**src/hdl/prt_pkg.sv**
```systemverilog
// Package for the priority request table: sizes, operation and status codes,
// item structs and the control/status structs between the sequencer and lists.
// Used by prt_list and priority_request_table_core.
package prt_pkg;

    localparam int NUM_LISTS      = 4;
    localparam int SLOTS_PER_LIST = 16;
    localparam int SERVED_LEVELS  = 4;
    localparam int MAX_RESULTS    = 4;

    localparam int NAME_W  = 8;
    localparam int PRIO_W  = 4;
    localparam int SLOT_IW = $clog2(SLOTS_PER_LIST);
    localparam int SCNT_W  = $clog2(SLOTS_PER_LIST + 1);
    localparam int LIST_IW = (NUM_LISTS > 1) ? $clog2(NUM_LISTS) : 1;
    localparam int K_W     = $clog2(MAX_RESULTS + 1);

    // Operation codes carried in the func field.
    typedef enum logic [1:0] {
        FN_ADD    = 2'd0,
        FN_SERVE  = 2'd1,
        FN_UPDATE = 2'd2,
        FN_CLEAR  = 2'd3
    } func_t;

    // Result status codes.
    localparam logic [1:0] STAT_DONE  = 2'd0;
    localparam logic [1:0] STAT_FULL  = 2'd1;
    localparam logic [1:0] STAT_EMPTY = 2'd2;

    typedef struct packed {
        func_t             func;
        logic [NAME_W-1:0] req_name;
        logic [PRIO_W-1:0] req_priority;
    } cmd_item_t;

    typedef struct packed {
        logic [NAME_W-1:0] out_name;
        logic [PRIO_W-1:0] out_priority;
        logic [1:0]        out_list;
        logic [1:0]        status;
        logic              last;
    } rsp_item_t;

    // One slot as stored in a list memory.
    typedef struct packed {
        logic [NAME_W-1:0] name;
        logic [PRIO_W-1:0] prio;
    } entry_t;

    // Sequencer to list.
    typedef struct packed {
        logic [SLOT_IW-1:0] rd_addr;
        logic               scan_en;
        logic               scan_start;
        func_t              mode;
        logic [NAME_W-1:0]  key_name;
        logic [PRIO_W-1:0]  key_prio;
        logic               add_wr;
        logic [SLOT_IW-1:0] add_addr;
        logic               rm_en;
        logic               clear_all;
    } list_ctl_t;

    // List to sequencer: scan results.
    typedef struct packed {
        logic               free_found;
        logic [SLOT_IW-1:0] free_idx;
        logic               best_found;
        logic [PRIO_W-1:0]  best_prio;
        logic [NAME_W-1:0]  best_name;
    } list_stat_t;

    // List number reduced to the two bits of the out_list field.
    function automatic logic [1:0] to_out_list(input logic [LIST_IW-1:0] l);
        logic [LIST_IW+1:0] w;
        w = {2'b00, l};
        return w[1:0];
    endfunction

endpackage

```
**src/hdl/prt_list.sv**
```systemverilog
// One list of request slots: slot memory, occupancy bits and the compare unit
// that is stepped over the slots one per cycle by the sequencer.
// Depends on prt_pkg.
module prt_list
    import prt_pkg::*;
(
    input  logic       clk,
    input  logic       rst_n,
    input  list_ctl_t  ctl,
    output list_stat_t stat
);

    entry_t slot_mem [SLOTS_PER_LIST];

    entry_t                    rd_data_reg;
    logic [SLOT_IW-1:0]        addr_d_reg;
    logic                      rd_vld_reg;
    logic [SLOTS_PER_LIST-1:0] occ_reg, occ_next;

    logic               free_found_reg, free_found_next;
    logic [SLOT_IW-1:0] free_idx_reg, free_idx_next;
    logic               best_found_reg, best_found_next;
    logic [PRIO_W-1:0]  best_prio_reg, best_prio_next;
    logic [SLOT_IW-1:0] best_idx_reg, best_idx_next;
    logic [NAME_W-1:0]  best_name_reg, best_name_next;

    logic               occ_d;
    logic               upd_hit;
    logic               wr_en;
    logic [SLOT_IW-1:0] wr_addr;
    entry_t             wr_data;

    // Slot memory: one write port, one registered read port.
    always_ff @(posedge clk)
    begin
        if (wr_en)
        begin
            slot_mem[wr_addr] <= wr_data;
        end
        rd_data_reg <= slot_mem[ctl.rd_addr];
    end

    assign occ_d   = occ_reg[addr_d_reg];
    assign upd_hit = rd_vld_reg && (ctl.mode == FN_UPDATE) && occ_d &&
                     (rd_data_reg.name == ctl.key_name);

    // Write port: an add from the sequencer or an update hit from the scan.
    always_comb
    begin
        wr_en   = 1'b0;
        wr_addr = addr_d_reg;
        wr_data = '{name: rd_data_reg.name, prio: ctl.key_prio};
        if (ctl.add_wr)
        begin
            wr_en   = 1'b1;
            wr_addr = ctl.add_addr;
            wr_data = '{name: ctl.key_name, prio: ctl.key_prio};
        end
        else if (upd_hit)
        begin
            wr_en = 1'b1;
        end
    end

    // Occupancy bits: a slot is occupied when its priority is nonzero.
    always_comb
    begin
        occ_next = occ_reg;
        if (ctl.clear_all)
        begin
            occ_next = '0;
        end
        if (ctl.add_wr)
        begin
            occ_next[ctl.add_addr] = (ctl.key_prio != '0);
        end
        if (upd_hit)
        begin
            occ_next[addr_d_reg] = (ctl.key_prio != '0);
        end
        if (ctl.rm_en)
        begin
            occ_next[best_idx_reg] = 1'b0;
        end
    end

    // Compare unit: tracks the first free slot and the first slot at the
    // most urgent served level seen so far.
    always_comb
    begin
        free_found_next = free_found_reg;
        free_idx_next   = free_idx_reg;
        best_found_next = best_found_reg;
        best_prio_next  = best_prio_reg;
        best_idx_next   = best_idx_reg;
        best_name_next  = best_name_reg;
        if (ctl.scan_start)
        begin
            free_found_next = 1'b0;
            best_found_next = 1'b0;
        end
        else if (rd_vld_reg)
        begin
            if ((ctl.mode == FN_ADD) && !free_found_reg && !occ_d)
            begin
                free_found_next = 1'b1;
                free_idx_next   = addr_d_reg;
            end
            if ((ctl.mode == FN_SERVE) && occ_d &&
                (rd_data_reg.prio != '0) &&
                (rd_data_reg.prio <= PRIO_W'(SERVED_LEVELS)) &&
                (!best_found_reg || (rd_data_reg.prio < best_prio_reg)))
            begin
                best_found_next = 1'b1;
                best_prio_next  = rd_data_reg.prio;
                best_idx_next   = addr_d_reg;
                best_name_next  = rd_data_reg.name;
            end
        end
    end

    always_ff @(posedge clk or negedge rst_n)
    begin
        if (!rst_n)
        begin
            rd_vld_reg     <= 1'b0;
            addr_d_reg     <= '0;
            occ_reg        <= '0;
            free_found_reg <= 1'b0;
            free_idx_reg   <= '0;
            best_found_reg <= 1'b0;
            best_prio_reg  <= '0;
            best_idx_reg   <= '0;
            best_name_reg  <= '0;
        end
        else
        begin
            rd_vld_reg     <= ctl.scan_en;
            addr_d_reg     <= ctl.rd_addr;
            occ_reg        <= occ_next;
            free_found_reg <= free_found_next;
            free_idx_reg   <= free_idx_next;
            best_found_reg <= best_found_next;
            best_prio_reg  <= best_prio_next;
            best_idx_reg   <= best_idx_next;
            best_name_reg  <= best_name_next;
        end
    end

    assign stat.free_found = free_found_reg;
    assign stat.free_idx   = free_idx_reg;
    assign stat.best_found = best_found_reg;
    assign stat.best_prio  = best_prio_reg;
    assign stat.best_name  = best_name_reg;

endmodule

```
**src/hdl/priority_request_table_core.sv**
```systemverilog
// Top level of the priority request table: command sequencer, list
// instances and the result register. Depends on prt_pkg and prt_list.
//
//   channel | signals                     | moves
//   --------+-----------------------------+---------------------------------
//   command | cmd_valid, cmd_ready, cmd   | one operation item (cmd_item_t)
//   result  | rsp_valid, rsp_ready, rsp   | one result item (rsp_item_t)
//
// Add, serve and update scan all lists side by side, one slot per cycle,
// before the first result is loaded. Serve then walks the lists in order
// up to its last hit, waiting while the result register is full.
// Reset clears the occupancy bits at once; there is no clearing pass.
// The block accepts one item at a time; cmd_ready is high only when idle.
// A stalled result holds in the result register and stops the sequencer
// only when it has another result to load.
module priority_request_table_core
    import prt_pkg::*;
(
    input  logic      clk,
    input  logic      rst_n,
    input  logic      cmd_valid,
    output logic      cmd_ready,
    input  cmd_item_t cmd,
    output logic      rsp_valid,
    input  logic      rsp_ready,
    output rsp_item_t rsp
);

    typedef enum logic [1:0] {
        S_IDLE,
        S_SCAN,
        S_DECIDE,
        S_EMIT
    } state_t;

    state_t             state_reg, state_next;
    logic [SCNT_W-1:0]  cnt_reg, cnt_next;
    func_t              func_reg, func_next;
    logic [NAME_W-1:0]  name_reg, name_next;
    logic [PRIO_W-1:0]  prio_reg, prio_next;
    logic [PRIO_W-1:0]  level_reg, level_next;
    logic [NUM_LISTS-1:0] hit_reg, hit_next;
    logic [LIST_IW-1:0] lst_reg, lst_next;
    logic [K_W-1:0]     k_reg, k_next;
    logic [K_W-1:0]     n_reg, n_next;
    logic               out_valid_reg, out_valid_next;
    rsp_item_t          out_reg, out_next;

    list_ctl_t  ctl  [NUM_LISTS];
    list_stat_t stat [NUM_LISTS];

    logic                 out_free;
    logic                 cmd_acc;
    logic                 lvl_found;
    logic [PRIO_W-1:0]    lvl;
    logic [NUM_LISTS-1:0] hit_vec;
    logic [K_W-1:0]       hit_cnt;
    logic                 add_found;
    logic [LIST_IW-1:0]   add_list;
    logic [NUM_LISTS-1:0] found_vec;

    // List slices.
    for (genvar g = 0; g < NUM_LISTS; g++)
    begin : g_list
        prt_list u_list (
            .clk   (clk),
            .rst_n (rst_n),
            .ctl   (ctl[g]),
            .stat  (stat[g])
        );
        assign found_vec[g] = stat[g].best_found;
    end

    assign cmd_ready = (state_reg == S_IDLE);
    assign cmd_acc   = cmd_valid && cmd_ready;
    assign out_free  = !out_valid_reg || rsp_ready;
    assign rsp_valid = out_valid_reg;
    assign rsp       = out_reg;

    // Most urgent served level over all lists, and the lists that hold it,
    // capped to the first MAX_RESULTS in list order.
    always_comb
    begin
        lvl_found = 1'b0;
        lvl       = '0;
        hit_vec   = '0;
        hit_cnt   = '0;
        for (int l = 0; l < NUM_LISTS; l++)
        begin
            if (stat[l].best_found && (!lvl_found || (stat[l].best_prio < lvl)))
            begin
                lvl_found = 1'b1;
                lvl       = stat[l].best_prio;
            end
        end
        for (int l = 0; l < NUM_LISTS; l++)
        begin
            if (stat[l].best_found && (stat[l].best_prio == lvl) &&
                (hit_cnt < K_W'(MAX_RESULTS)))
            begin
                hit_vec[l] = 1'b1;
                hit_cnt    = hit_cnt + K_W'(1);
            end
        end
    end

    // Lowest list with a free slot.
    always_comb
    begin
        add_found = 1'b0;
        add_list  = '0;
        for (int l = NUM_LISTS - 1; l >= 0; l--)
        begin
            if (stat[l].free_found)
            begin
                add_found = 1'b1;
                add_list  = LIST_IW'(l);
            end
        end
    end

    // Sequencer.
    always_comb
    begin
        state_next     = state_reg;
        cnt_next       = cnt_reg;
        func_next      = func_reg;
        name_next      = name_reg;
        prio_next      = prio_reg;
        level_next     = level_reg;
        hit_next       = hit_reg;
        lst_next       = lst_reg;
        k_next         = k_reg;
        n_next         = n_reg;
        out_valid_next = out_valid_reg && !rsp_ready;
        out_next       = out_reg;

        for (int l = 0; l < NUM_LISTS; l++)
        begin
            ctl[l].rd_addr    = cnt_reg[SLOT_IW-1:0];
            ctl[l].scan_en    = 1'b0;
            ctl[l].scan_start = cmd_acc;
            ctl[l].mode       = func_reg;
            ctl[l].key_name   = name_reg;
            ctl[l].key_prio   = prio_reg;
            ctl[l].add_wr     = 1'b0;
            ctl[l].add_addr   = stat[l].free_idx;
            ctl[l].rm_en      = 1'b0;
            ctl[l].clear_all  = 1'b0;
        end

        case (state_reg)
            S_IDLE:
            begin
                if (cmd_acc)
                begin
                    func_next = cmd.func;
                    name_next = cmd.req_name;
                    prio_next = cmd.req_priority;
                    cnt_next  = '0;
                    state_next = (cmd.func == FN_CLEAR) ? S_DECIDE : S_SCAN;
                end
            end

            S_SCAN:
            begin
                if (cnt_reg == SCNT_W'(SLOTS_PER_LIST))
                begin
                    state_next = S_DECIDE;
                end
                else
                begin
                    for (int l = 0; l < NUM_LISTS; l++)
                    begin
                        ctl[l].scan_en = 1'b1;
                    end
                    cnt_next = cnt_reg + SCNT_W'(1);
                end
            end

            S_DECIDE:
            begin
                if ((func_reg == FN_SERVE) && lvl_found)
                begin
                    level_next = lvl;
                    hit_next   = hit_vec;
                    n_next     = hit_cnt;
                    k_next     = '0;
                    lst_next   = '0;
                    state_next = S_EMIT;
                end
                else if (out_free)
                begin
                    out_valid_next = 1'b1;
                    out_next       = '{out_name: '0, out_priority: '0,
                                       out_list: 2'b00, status: STAT_DONE,
                                       last: 1'b1};
                    state_next     = S_IDLE;
                    case (func_reg)
                        FN_ADD:
                        begin
                            if (add_found)
                            begin
                                ctl[add_list].add_wr = 1'b1;
                                out_next.out_list    = to_out_list(add_list);
                            end
                            else
                            begin
                                out_next.status = STAT_FULL;
                            end
                        end
                        FN_SERVE:
                        begin
                            out_next.status = STAT_EMPTY;
                        end
                        FN_CLEAR:
                        begin
                            for (int l = 0; l < NUM_LISTS; l++)
                            begin
                                ctl[l].clear_all = 1'b1;
                            end
                        end
                        default:
                        begin
                            out_next.status = STAT_DONE;
                        end
                    endcase
                end
            end

            S_EMIT:
            begin
                if (!hit_reg[lst_reg])
                begin
                    lst_next = lst_reg + LIST_IW'(1);
                end
                else if (out_free)
                begin
                    ctl[lst_reg].rm_en = 1'b1;
                    out_valid_next     = 1'b1;
                    out_next           = '{out_name: stat[lst_reg].best_name,
                                           out_priority: level_reg,
                                           out_list: to_out_list(lst_reg),
                                           status: STAT_DONE,
                                           last: (k_reg == n_reg - K_W'(1))};
                    k_next   = k_reg + K_W'(1);
                    lst_next = lst_reg + LIST_IW'(1);
                    if (k_reg == n_reg - K_W'(1))
                    begin
                        state_next = S_IDLE;
                    end
                end
            end

            default:
            begin
                state_next = S_IDLE;
            end
        endcase
    end

    always_ff @(posedge clk or negedge rst_n)
    begin
        if (!rst_n)
        begin
            state_reg     <= S_IDLE;
            cnt_reg       <= '0;
            func_reg      <= FN_ADD;
            name_reg      <= '0;
            prio_reg      <= '0;
            level_reg     <= '0;
            hit_reg       <= '0;
            lst_reg       <= '0;
            k_reg         <= '0;
            n_reg         <= '0;
            out_valid_reg <= 1'b0;
            out_reg       <= '0;
        end
        else
        begin
            state_reg     <= state_next;
            cnt_reg       <= cnt_next;
            func_reg      <= func_next;
            name_reg      <= name_next;
            prio_reg      <= prio_next;
            level_reg     <= level_next;
            hit_reg       <= hit_next;
            lst_reg       <= lst_next;
            k_reg         <= k_next;
            n_reg         <= n_next;
            out_valid_reg <= out_valid_next;
            out_reg       <= out_next;
        end
    end

`ifndef SYNTHESIS
    // Every list picked for serving still holds an entry at the served level.
    a_hit_found: assert property (@(posedge clk) disable iff (!rst_n)
        (state_reg == S_EMIT) |-> ((hit_reg & ~found_vec) == '0))
        else $error("serve hit on a list without an entry");

    // The serve walk never emits more results than it counted.
    a_k_bound: assert property (@(posedge clk) disable iff (!rst_n)
        (state_reg == S_EMIT) |-> (k_reg < n_reg))
        else $error("serve result count overrun");

    // Full and empty reports are single results.
    a_err_last: assert property (@(posedge clk) disable iff (!rst_n)
        (out_valid_reg && (out_reg.status != STAT_DONE)) |-> out_reg.last)
        else $error("error result without last");

    // The scan counter stops at the list length.
    a_scan_bound: assert property (@(posedge clk) disable iff (!rst_n)
        (state_reg == S_SCAN) |-> (cnt_reg <= SCNT_W'(SLOTS_PER_LIST)))
        else $error("scan counter past list end");
`endif

endmodule
```
**config.mk**
```make
export PLATFORM = sky130hd
export DESIGN_NAME = priority_request_table_core
export DESIGN_NICKNAME = d
export VERILOG_FILES = /design/src/hdl/prt_pkg.sv /design/src/hdl/prt_list.sv /design/src/hdl/priority_request_table_core.sv
export SDC_FILE = /design/constraint.sdc
export NUM_CORES = 1
export LEC_CHECK = 0
export ABC_CLOCK_PERIOD_IN_PS = 6200
export BUFFER_PORTS_ARGS = -buffer_cell sky130_fd_sc_hd__buf_2
export CORE_ASPECT_RATIO = 0.8
export CORE_UTILIZATION = 35
export CTS_BUF_LIST = sky130_fd_sc_hd__clkbuf_8
export CTS_CLUSTER_SIZE = 40
export DETAILED_ROUTE_END_ITERATION = 12
export PLACE_DENSITY = 0.58
export SYNTH_ARGS = -nofsm -noshare
export SYNTH_HDL_FRONTEND = slang
export SYNTH_SLANG_ARGS = --single-unit
```
**constraint.sdc**
```tcl
create_clock -name clk -period 6.2 [get_ports clk]
set_input_delay 1.24 -clock clk [delete_from_list [all_inputs] [get_ports clk]]
set_output_delay 1.24 -clock clk [all_outputs]
set_load 0.1 [all_outputs]
```
# Yosys cells after proc, flatten, opt, wreduce, memory -nomap -nowiden
# Memory sizes are Yosys's and may differ from the RTL's. A register that Yosys moved wholly into a read port is not among the register bits.
# Cells that the tools add are included.
dict set report word_totals {
  ram_bits 768
  latch_bits 0
  regBits 227
  wordCells 489
  n_memories 4
  rom_bits 0
  out_inout_bits 19
}
dict set report classes {
  n_addsub 7
  reduce_logical 139
  bitwise 14
  order_cmp 43
  n_eq_ne 35
  div_mod_pow 0
  muxes 195
  mul 0
  shift 0
}
# name words width rd rd_ports_with_merged_regs write_ports line_no
set memory_table {}
lappend memory_table {{g_list[0].u_list.slot_mem} 16 12 1 1 1 prt_list.sv:13} ;# entry_t slot_mem [SLOTS_PER_LIST];
lappend memory_table {{g_list[1].u_list.slot_mem} 16 12 1 1 1 prt_list.sv:13}
lappend memory_table {{g_list[2].u_list.slot_mem} 16 12 1 1 1 prt_list.sv:13}
lappend memory_table {{g_list[3].u_list.slot_mem} 16 12 1 1 1 prt_list.sv:13}
# op count
set op_table {}
lappend op_table {{108-bit 2-to-1 mux} 5}
lappend op_table {{16-bit 2-to-1 mux} 16}
lappend op_table {{108-bit bitwise mux} 2}
lappend op_table {{26-bit one-hot mux with 2 select lines} 3}
lappend op_table {{16-bit bitwise mux} 8}
lappend op_table {{27-bit demux with 2-bit select} 2}
lappend op_table {{26-bit 2-to-1 mux} 4}
lappend op_table {{1-bit 2-to-1 mux} 75}
lappend op_table {{17-bit 2-to-1 mux} 4}
lappend op_table {{16-bit AND} 4}
lappend op_table {{16-bit inverter} 4}
lappend op_table {{1-bit logical AND} 63}
lappend op_table {{4-bit by 5-bit less-than comparator with 1-bit output (second input constant)} 12}
lappend op_table {{1-bit demux with 4-bit select} 12}
lappend op_table {{4-bit by 1-bit greater-or-equal comparator with 1-bit output (second input constant)} 12}
lappend op_table {{12-bit 2-to-1 mux} 4}
lappend op_table {{22-bit one-hot mux with 2 select lines} 1}
lappend op_table {{18-bit binary-select mux with 2-bit select} 1}
lappend op_table {{2-bit 2-to-1 mux} 18}
lappend op_table {{17-bit one-hot mux with 2 select lines} 1}
lappend op_table {{8-bit equality test} 4}
lappend op_table {{4-bit 2-to-1 mux} 8}
lappend op_table {{4-bit nonzero test} 8}
lappend op_table {{3-bit AND reduction} 10}
lappend op_table {{41 further kinds} 152}

# Longest topological paths before layout
# Gate-level depths: netlist of the first run.
dict set report depth {
  ltp_word 26
  depth_mapped 30
  depth_no_buf 28
}

# Hierarchy
# A second synthesis of the first run with hierarchy kept.
dict set report hier_totals {
  hier_cells 2925
  area_unflattened_um2 45960.3
}
# module area_each_um2 cells_each instances
set by_module_without_submodules {}
lappend by_module_without_submodules {{prt_list (g_list[1].u_list ...)} 10561.4 630 2}
lappend by_module_without_submodules {{prt_list (g_list[3].u_list)} 10431.3 598 1}
lappend by_module_without_submodules {{prt_list (g_list[0].u_list)} 10411.2 619 1}
lappend by_module_without_submodules {priority_request_table_core 3995.1 448 1}

# Least setup slack after synthesis of the first run
# Ideal clock, no wire load.
dict set report synth_path {
  path_kind {register -> register}
  startpoint {register g_list[0].u_list.best_found_reg}
  endpoint {register n_reg[1]}
  synth_period_minus_slack_ps 6225
  slack_ps -25
  arrival_time_ps 6088
  path_stages_with_launch 30
  setup_ps 136
  t_required_ps 6064
  path_cell_list {dfrtp_1 -> buf_6 -> clkbuf_1 -> nand2_1 -> ha_1 -> o211ai_1 -> o211ai_1 -> nand2_1 -> a32oi_1 -> ha_1 -> o211ai_1 -> a21o_1 -> a211oi_4 -> nand2b_1 -> a21oi_2 -> inv_1 -> ha_1 -> o32ai_1 -> a22oi_1 -> a31o_2 -> o41a_1 -> a2111oi_0 -> a41o_1 -> and3_1 -> ha_1 -> xor2_1 -> ha_1 -> mux2_4 -> a211oi_2 -> a211oi_1}
}
dict set report synth_between {
  elab_chain_len 25
  elab_cells_between_ends 43
  classes_between {add/sub: 3; order compare: 6; eq/ne: 4; mux: 12; reduce/logical: 18}
}
# element line_no
set synth_lines {}
lappend synth_lines {{start, declared} prt_list.sv:22} ;# logic best_found_reg, best_found_next;
lappend synth_lines {{start signal, assigned} prt_list.sv:143} ;# best_found_reg <= best_found_next;
lappend synth_lines {{4-bit 2-to-1 mux / 1-bit 2-to-1 mux (equally long branches)} priority_request_table_core.sv:90} ;# if (stat[l].best_found && (!lvl_found || (stat[l].best_prio < lvl)))
lappend synth_lines {{4-bit less-than comparator / 1-bit logical NOT (equally long branches)} priority_request_table_core.sv:90}
lappend synth_lines {{1-bit logical OR} priority_request_table_core.sv:90}
lappend synth_lines {{1-bit logical AND} priority_request_table_core.sv:90}
lappend synth_lines {{4-bit 2-to-1 mux / 1-bit 2-to-1 mux (equally long branches)} priority_request_table_core.sv:90}
lappend synth_lines {{4-bit less-than comparator / 1-bit logical NOT (equally long branches)} priority_request_table_core.sv:90}
lappend synth_lines {{1-bit logical OR} priority_request_table_core.sv:90}
lappend synth_lines {{1-bit logical AND} priority_request_table_core.sv:90}
lappend synth_lines {{[... 9 more ...]} n/a}
lappend synth_lines {{1-bit logical AND} priority_request_table_core.sv:98} ;# if (stat[l].best_found && (stat[l].best_prio == lvl) &&
lappend synth_lines {{3-bit 2-to-1 mux} priority_request_table_core.sv:98}
lappend synth_lines {{3-bit less-than comparator} priority_request_table_core.sv:99} ;# (hit_cnt < K_W'(MAX_RESULTS)))
lappend synth_lines {{1-bit logical AND} priority_request_table_core.sv:98}
lappend synth_lines {{3-bit 2-to-1 mux} priority_request_table_core.sv:98}
lappend synth_lines {{3-bit less-than comparator} priority_request_table_core.sv:99}
lappend synth_lines {{1-bit logical AND} priority_request_table_core.sv:98}
lappend synth_lines {{3-bit 2-to-1 mux} priority_request_table_core.sv:98}
lappend synth_lines {{end signal, assigned} priority_request_table_core.sv:290} ;# n_reg <= n_next;
lappend synth_lines {{end, declared} priority_request_table_core.sv:45} ;# logic [K_W-1:0] n_reg, n_next;
# Several ways; a longest one is shown, not always the timed one.
# A chain may end at the register's enable or synchronous reset.

# Worst setup path in the final report of the first run
# Ends and elaborated chain as after synthesis.

==> reports/results.ini, run 1 <==
[grt]
use_met2=0.2824
busiest_layer=met2
grt_pass1_vias=24900
met3_usage=0.04607
grt_start_max_net_pins=110
grt_usage=0.1917
grt_pass1_wl_um=171400
gr-total-overflow=0
met1_usage=0.2808
antenna_found_initial=4

[layout]
fin_util=0.4061
drive_gt1_frac=0.2960
final_nets=2782
syn_to_final_growth_pct=15.00
largest_reg_flops=768

[floorplanning]
placementRows=114
core-area_sq_um=121000
ios=37
fp.dieH_um=314.5
dieArea_sq_um=123400
start_util=0.3531
die_w_um=392.6

[synthesis]
yosys_warnings=0
synthArstFlopShare=0.2062
synth_edf_count=768
syn_area_sq_um=42710
ys_seq_area_frac=0.6866
ys_top_cells_by_area=edfxtp_1 54%, mux4_2 14%, dfrtp_1 12%
synth_top_area_frac=0.5399
synth_flop_cell=edfxtp_1
syn_inst=2542
syn-num-nets=2591
postSynthAreaPerCell_sq_um=16.80
synth_cell_type_count=75
synth-seq-cells=1028
synth_top_area_cell=edfxtp_1

[route]
drtIter0Drc=2413
drt_pass1_iterations=5
post_drt_wl_per_cell_um=26.08
ant_nets=0
viasPerCell=5.493
num_vias=24660
drcViolationCount=0
finalWirelength_um=117100

[power_and_ir_drop]
p_per_area_nw_per_um2=408.7
finalPower_uw=20070
p_leak_uw=0.01705
peakVddDrop_mv=0.3377

[clock_tree]
insertion_delay_ps=880
cts_hold_buf=0
cts_max_path_buffers=3
cts-root-buf=clkbuf_8
cts_tree=done
htree_levels=4
path_clk_slew_ps=60
clock_sinks=1028
cts_made_buffers=161

[critical_path]
crit_family=compound AO/OA/AOI/OAI gates
critical_path.startpoint_type=flip-flop
slowest_stage=o41a_1
crit_buf_inv=3
cp_max_fo=6
cp.arrival_ps=6710
endpoint_kind=flip-flop
cpPeakStageDelay_ps=460
worstSetupPathType=reg -> reg
cp.required_ps=6940

[placement]
io_buffer_count=36
finalWeightedCongestion=0.9075
pre_cts_slack_ps=-147.6
dpl.hpwl_um=72260

[sta]
finalSetupViolCount=0
slew_viol_final=0
min_period_ps=5968
hold_viol=0
setup_ws_ps=232.1
max_freq_ghz=0.1676
slew-limit-headroom=0.09229
worst_pin_slew_ps=1362
final.setup_skew_ps=49.21
fin_crit_sh=0.9626

[run_status]
status=finished clean

[flow_run]
drv_cap=0

[worst_hold_path]
hold_class=in -> async

per-layer routing:
layer  up-vias  part of all wire
li1      10380                 -
met1     13010              0.44
met2      1085              0.45
met3       187             0.086
met4         2             0.022
met5         -           0.00011
metrics by stage:
step	std cells	hold slack [ps]	area, sq um	TNS (ps)
detailed placement	4184	455.9	45640	-147.6
finish	4490	421.1	49120	0
CTS	4482	428.8	48930	0
global placement	4184	450.6	45640	0
global route	4490	459.7	49120	-58.38
floorplan	2542	440.6	42730	0
repair_timing:
item / in CTS / in global routing
gates resized for setup: 6 / 25
endpoints found under the setup margin: 1 / 1
buffers inserted: 3 / 7
pin swaps: 4 / 14
final timing paths:
| path | startpoint | endpoint | slack, ps | cells after the start |
|---|---|---|---|---|
| worst max-delay path | g_list[0].u_list.best_found_reg$_DFFE_PN0P_ | n_reg[1]$_DFFE_PN0P_ | 230 | 28 |
| worst min register to register | rsp[8]$_DFFE_PN0P_ | rsp[8]$_DFFE_PN0P_ | 470 | 2 |
| worst min-delay path | rst_n | rsp[10]$_DFFE_PN0P_ | 420 | 1 |
| min in group clk | rsp[8]$_DFFE_PN0P_ | rsp[8]$_DFFE_PN0P_ | 470 | 2 |
| worst max register to register | g_list[0].u_list.best_found_reg$_DFFE_PN0P_ | n_reg[1]$_DFFE_PN0P_ | 230 | 28 |
| max in group asynchronous | rst_n | name_reg[1]$_DFFE_PN0P_ | 4550 | 2 |
worst reg2reg max path: cells and delay by family, from the launching register on:
family                   cells  cell delay [ps]
multiplexers                 1              280
AO/OA/AOI/OAI               14             2730
XOR/XNOR                     1              180
adder cells (fa/ha/maj)      5             1410
flip-flops                   1              420
AND/OR/NAND/NOR              4              420
buffers and inverters        3              440
where the power goes:
| part | internal [uW] | total, uW | switching (uW) |
|---|---|---|---|
| combinational | 1960 | 4630 | 2670 |
| sequential | 8610 | 9660 | 1050 |
| clock | 3090 | 5790 | 2690 |
cells in the mapped netlist, drive strengths merged (3+ instances only):
cell and number:
nand2 227, xor2 36, o21ai 30, a21boi 5
a21oi 125, a22oi 3, nor4 7, a31oi 35
edfxtp 768, nor3 27, dfrtp 212, or3 8
o211ai 4, a22o 4, nand4 9, dfxtp 48
a2111oi 3, ha 31, o22ai 41, mux2i 3
o32ai 7, a32oi 3, mux2 111, nand2b 26
nand3 43, a211oi 3, a211o 11, a21o 13
buf 30, o31ai 4, mux4 269, nor2 146
nor2b 18, xnor2 24, and2 10, or2 4
nor3b 4, o311a 3, o22a 4, o21a 3
clkbuf 114, inv 34, and3 9
area by class of cell:
cell class | count | area [sq um]
fillers | 10890 | 71840
flip-flops and latches | 1028 | 29350
multi-input cells | 1335 | 13080
clock buffers | 177 | 2436
well taps | 1624 | 2032
repair buffers | 172 | 1285
clock inverters | 118 | 807.0
inverters | 35 | 131.4
diodes | 1 | 2.502
cells in the final DEF (no fill, tap or decap), types with 42 or more instances in the layout:
cell type,Yosys,routed
nand3_1,43,42
dfxtp_1,48,48
a21oi_1,122,117
mux4_2,269,269
edfxtp_1,768,768
nor2_1,146,143
inv_1,34,82
dfrtp_1,212,203
clkbuf_8,0,177
buf_4,1,128
nand2_1,227,227
mux2_2,109,109
cell families (layout without fill, tap and decap cells):
logic type | Yosys count | in the layout | synth area share
flops | 1028 | 1028 | 0.6866
simple gates | 546 | 546 | 0.05686
mux | 383 | 383 | 0.1720
compound gates | 315 | 315 | 0.04681
buf+inv | 179 | 502 | 0.01635
xor+xnor | 60 | 60 | 0.01230
fa+ha+maj | 31 | 31 | 0.009081
other cells | 0 | 1 | 0
Power figures use the tool's default switching activity.
==> run 2: changes to the inputs <==
BUFFER_PORTS_ARGS = -buffer_cell sky130_fd_sc_hd__buf_4   (was -buffer_cell sky130_fd_sc_hd__buf_2)
CAP_MARGIN = 0   (was default)
==> reports/results.ini, run 2 (same netlist as run 1, synthesis figures left out) <==
[clock_tree]
cts_tree=done
cts-root-buf=clkbuf_8
clock_sinks=1028
insertion_delay_ps=870
path_clk_slew_ps=60
cts_hold_buf=0
cts_max_path_buffers=3
cts_made_buffers=157
htree_levels=4

[power_and_ir_drop]
peakVddDrop_mv=0.2760
p_per_area_nw_per_um2=403.0
finalPower_uw=19780
p_leak_uw=0.01704

[layout]
final_nets=2780
final_common_cell=edfxtp_1
largest_reg_flops=768
drive_gt1_frac=0.2975
final_cell_mix=768 x edfxtp_1, 269 x mux4_2, 223 x nand2_1
fin_util=0.4057
syn_to_final_growth_pct=14.89

[floorplanning]
fp.dieH_um=314.5
dieArea_sq_um=123400
start_util=0.3531
placementRows=114
ios=37
core-area_sq_um=121000
die_w_um=392.6

[critical_path]
worstSetupPathType=reg -> reg
cp.required_ps=6930
cp.arrival_ps=6630
regToRegSetupSlack_ps=300
r2r-start=g_list[0].u_list.best_found_reg$_DFFE_PN0P_
cp.depth=29
reg2reg_depth=29
critical_path.startpoint_type=flip-flop
crit_family=compound AO/OA/AOI/OAI gates
crit_buf_inv=4
cpPeakStageDelay_ps=450
slowest_stage=dfrtp_2
r2r_end=n_reg[1]$_DFFE_PN0P_
endpoint_kind=flip-flop
cp_max_fo=7

[run_status]
status=finished clean

[sta]
slew_viol_final=0
hold_viol=0
slew-limit-headroom=0.1180
finalSetupViolCount=0
final.setup_skew_ps=41.54
fin_crit_sh=0.9522
min_period_ps=5904
max_freq_ghz=0.1694
setup_ws_ps=296.5
worst_pin_slew_ps=1323

[placement]
io_buffer_count=36
dpl.hpwl_um=72370
pre_cts_slack_ps=-191.1
finalWeightedCongestion=0.9238

[worst_hold_path]
hold_class=in -> async

[flow_run]
drv_cap=0

[route]
num_vias=24590
finalWirelength_um=117700
viasPerCell=5.472
drcViolationCount=0
drtIter0Drc=2709
drt_pass1_iterations=8
ant_nets=0
post_drt_wl_per_cell_um=26.18

[grt]
busiest_layer=met1
antenna_found_initial=3
gr-total-overflow=0
met1_usage=0.2843
grt_start_max_net_pins=118
met3_usage=0.04243
use_met2=0.2820
grt_usage=0.1920
grt_pass1_vias=24940
grt_pass1_wl_um=171200

run 2: worst register-to-register path: cells and delay by family (launching register included):
kind | cells | cell delay (ps)
AO/OA/AOI/OAI | 14 | 2390
adder cells (fa/ha/maj) | 5 | 1390
buffers and inverters | 4 | 580
flip-flops | 1 | 450
AND/OR/NAND/NOR | 3 | 390
XOR/XNOR | 2 | 320
multiplexers | 1 | 280
run 2: per-stage QoR:
step                hold slack [ps]  TNS [ps]  std cells  area (sq um)
floorplan                     440.6         0       2542         42730
detailed placement            465.5    -191.1       4189         45760
CTS                           440.7         0       4485         48830
finish                        412.5         0       4494         49070
global route                  469.2    -25.67       4491         49060
global placement              460.1    -33.80       4189         45760
run 2: how the worst max path moves through the flow:
stage	startpoint	to	slack, ps
after global placement	g_list[0].u_list.best_found_reg$_DFFE_PN0P_	n_reg[1]$_DFFE_PN0P_	-30
after CTS	g_list[0].u_list.best_found_reg$_DFFE_PN0P_	n_reg[1]$_DFFE_PN0P_	6
after detailed placement	g_list[0].u_list.best_found_reg$_DFFE_PN0P_	n_reg[1]$_DFFE_PN0P_	-190
after global routing	g_list[0].u_list.best_found_reg$_DFFE_PN0P_	n_reg[1]$_DFFE_PN0P_	-30
after floorplan	g_list[0].u_list.best_found_reg$_DFFE_PN0P_	n_reg[1]$_DFFE_PN0P_	30
final	g_list[0].u_list.best_found_reg$_DFFE_PN0P_	n_reg[1]$_DFFE_PN0P_	300
run 2: metal layers:
metal	vias up	wire length [um]
li1	10380	-
met1	12990	53400
met2	1024	52920
met3	194	8852
met4	2	2465
met5	-	13
run 2: layout make-up:
cell class | instances | area, sq um
Antenna cell | 3 | 7.507
Clock buffer | 182 | 2505
Fill cell | 10840 | 71880
Inverter | 35 | 131.4
Timing Repair Buffer | 174 | 1375
Sequential cell | 1028 | 29350
Multi-Input combinational cell | 1335 | 13120
Tap cell | 1624 | 2032
Clock inverter | 113 | 553.0
run 2: timing repair:
| item | in CTS | in global routing |
|---|---|---|
| pin swaps | 1 | 18 |
| endpoints found under the setup margin | 1 | 3 |
| buffers inserted | 1 | 6 |
| gates resized for setup | 2 | 35 |
run 2: power breakdown:
part,internal [uW],leakage (uW),total (uW),switching [uW]
clock network,2770,0.00179,5460,2680
logic,1990,0.00509,4860,2870
registers,8610,0.0102,9460,856
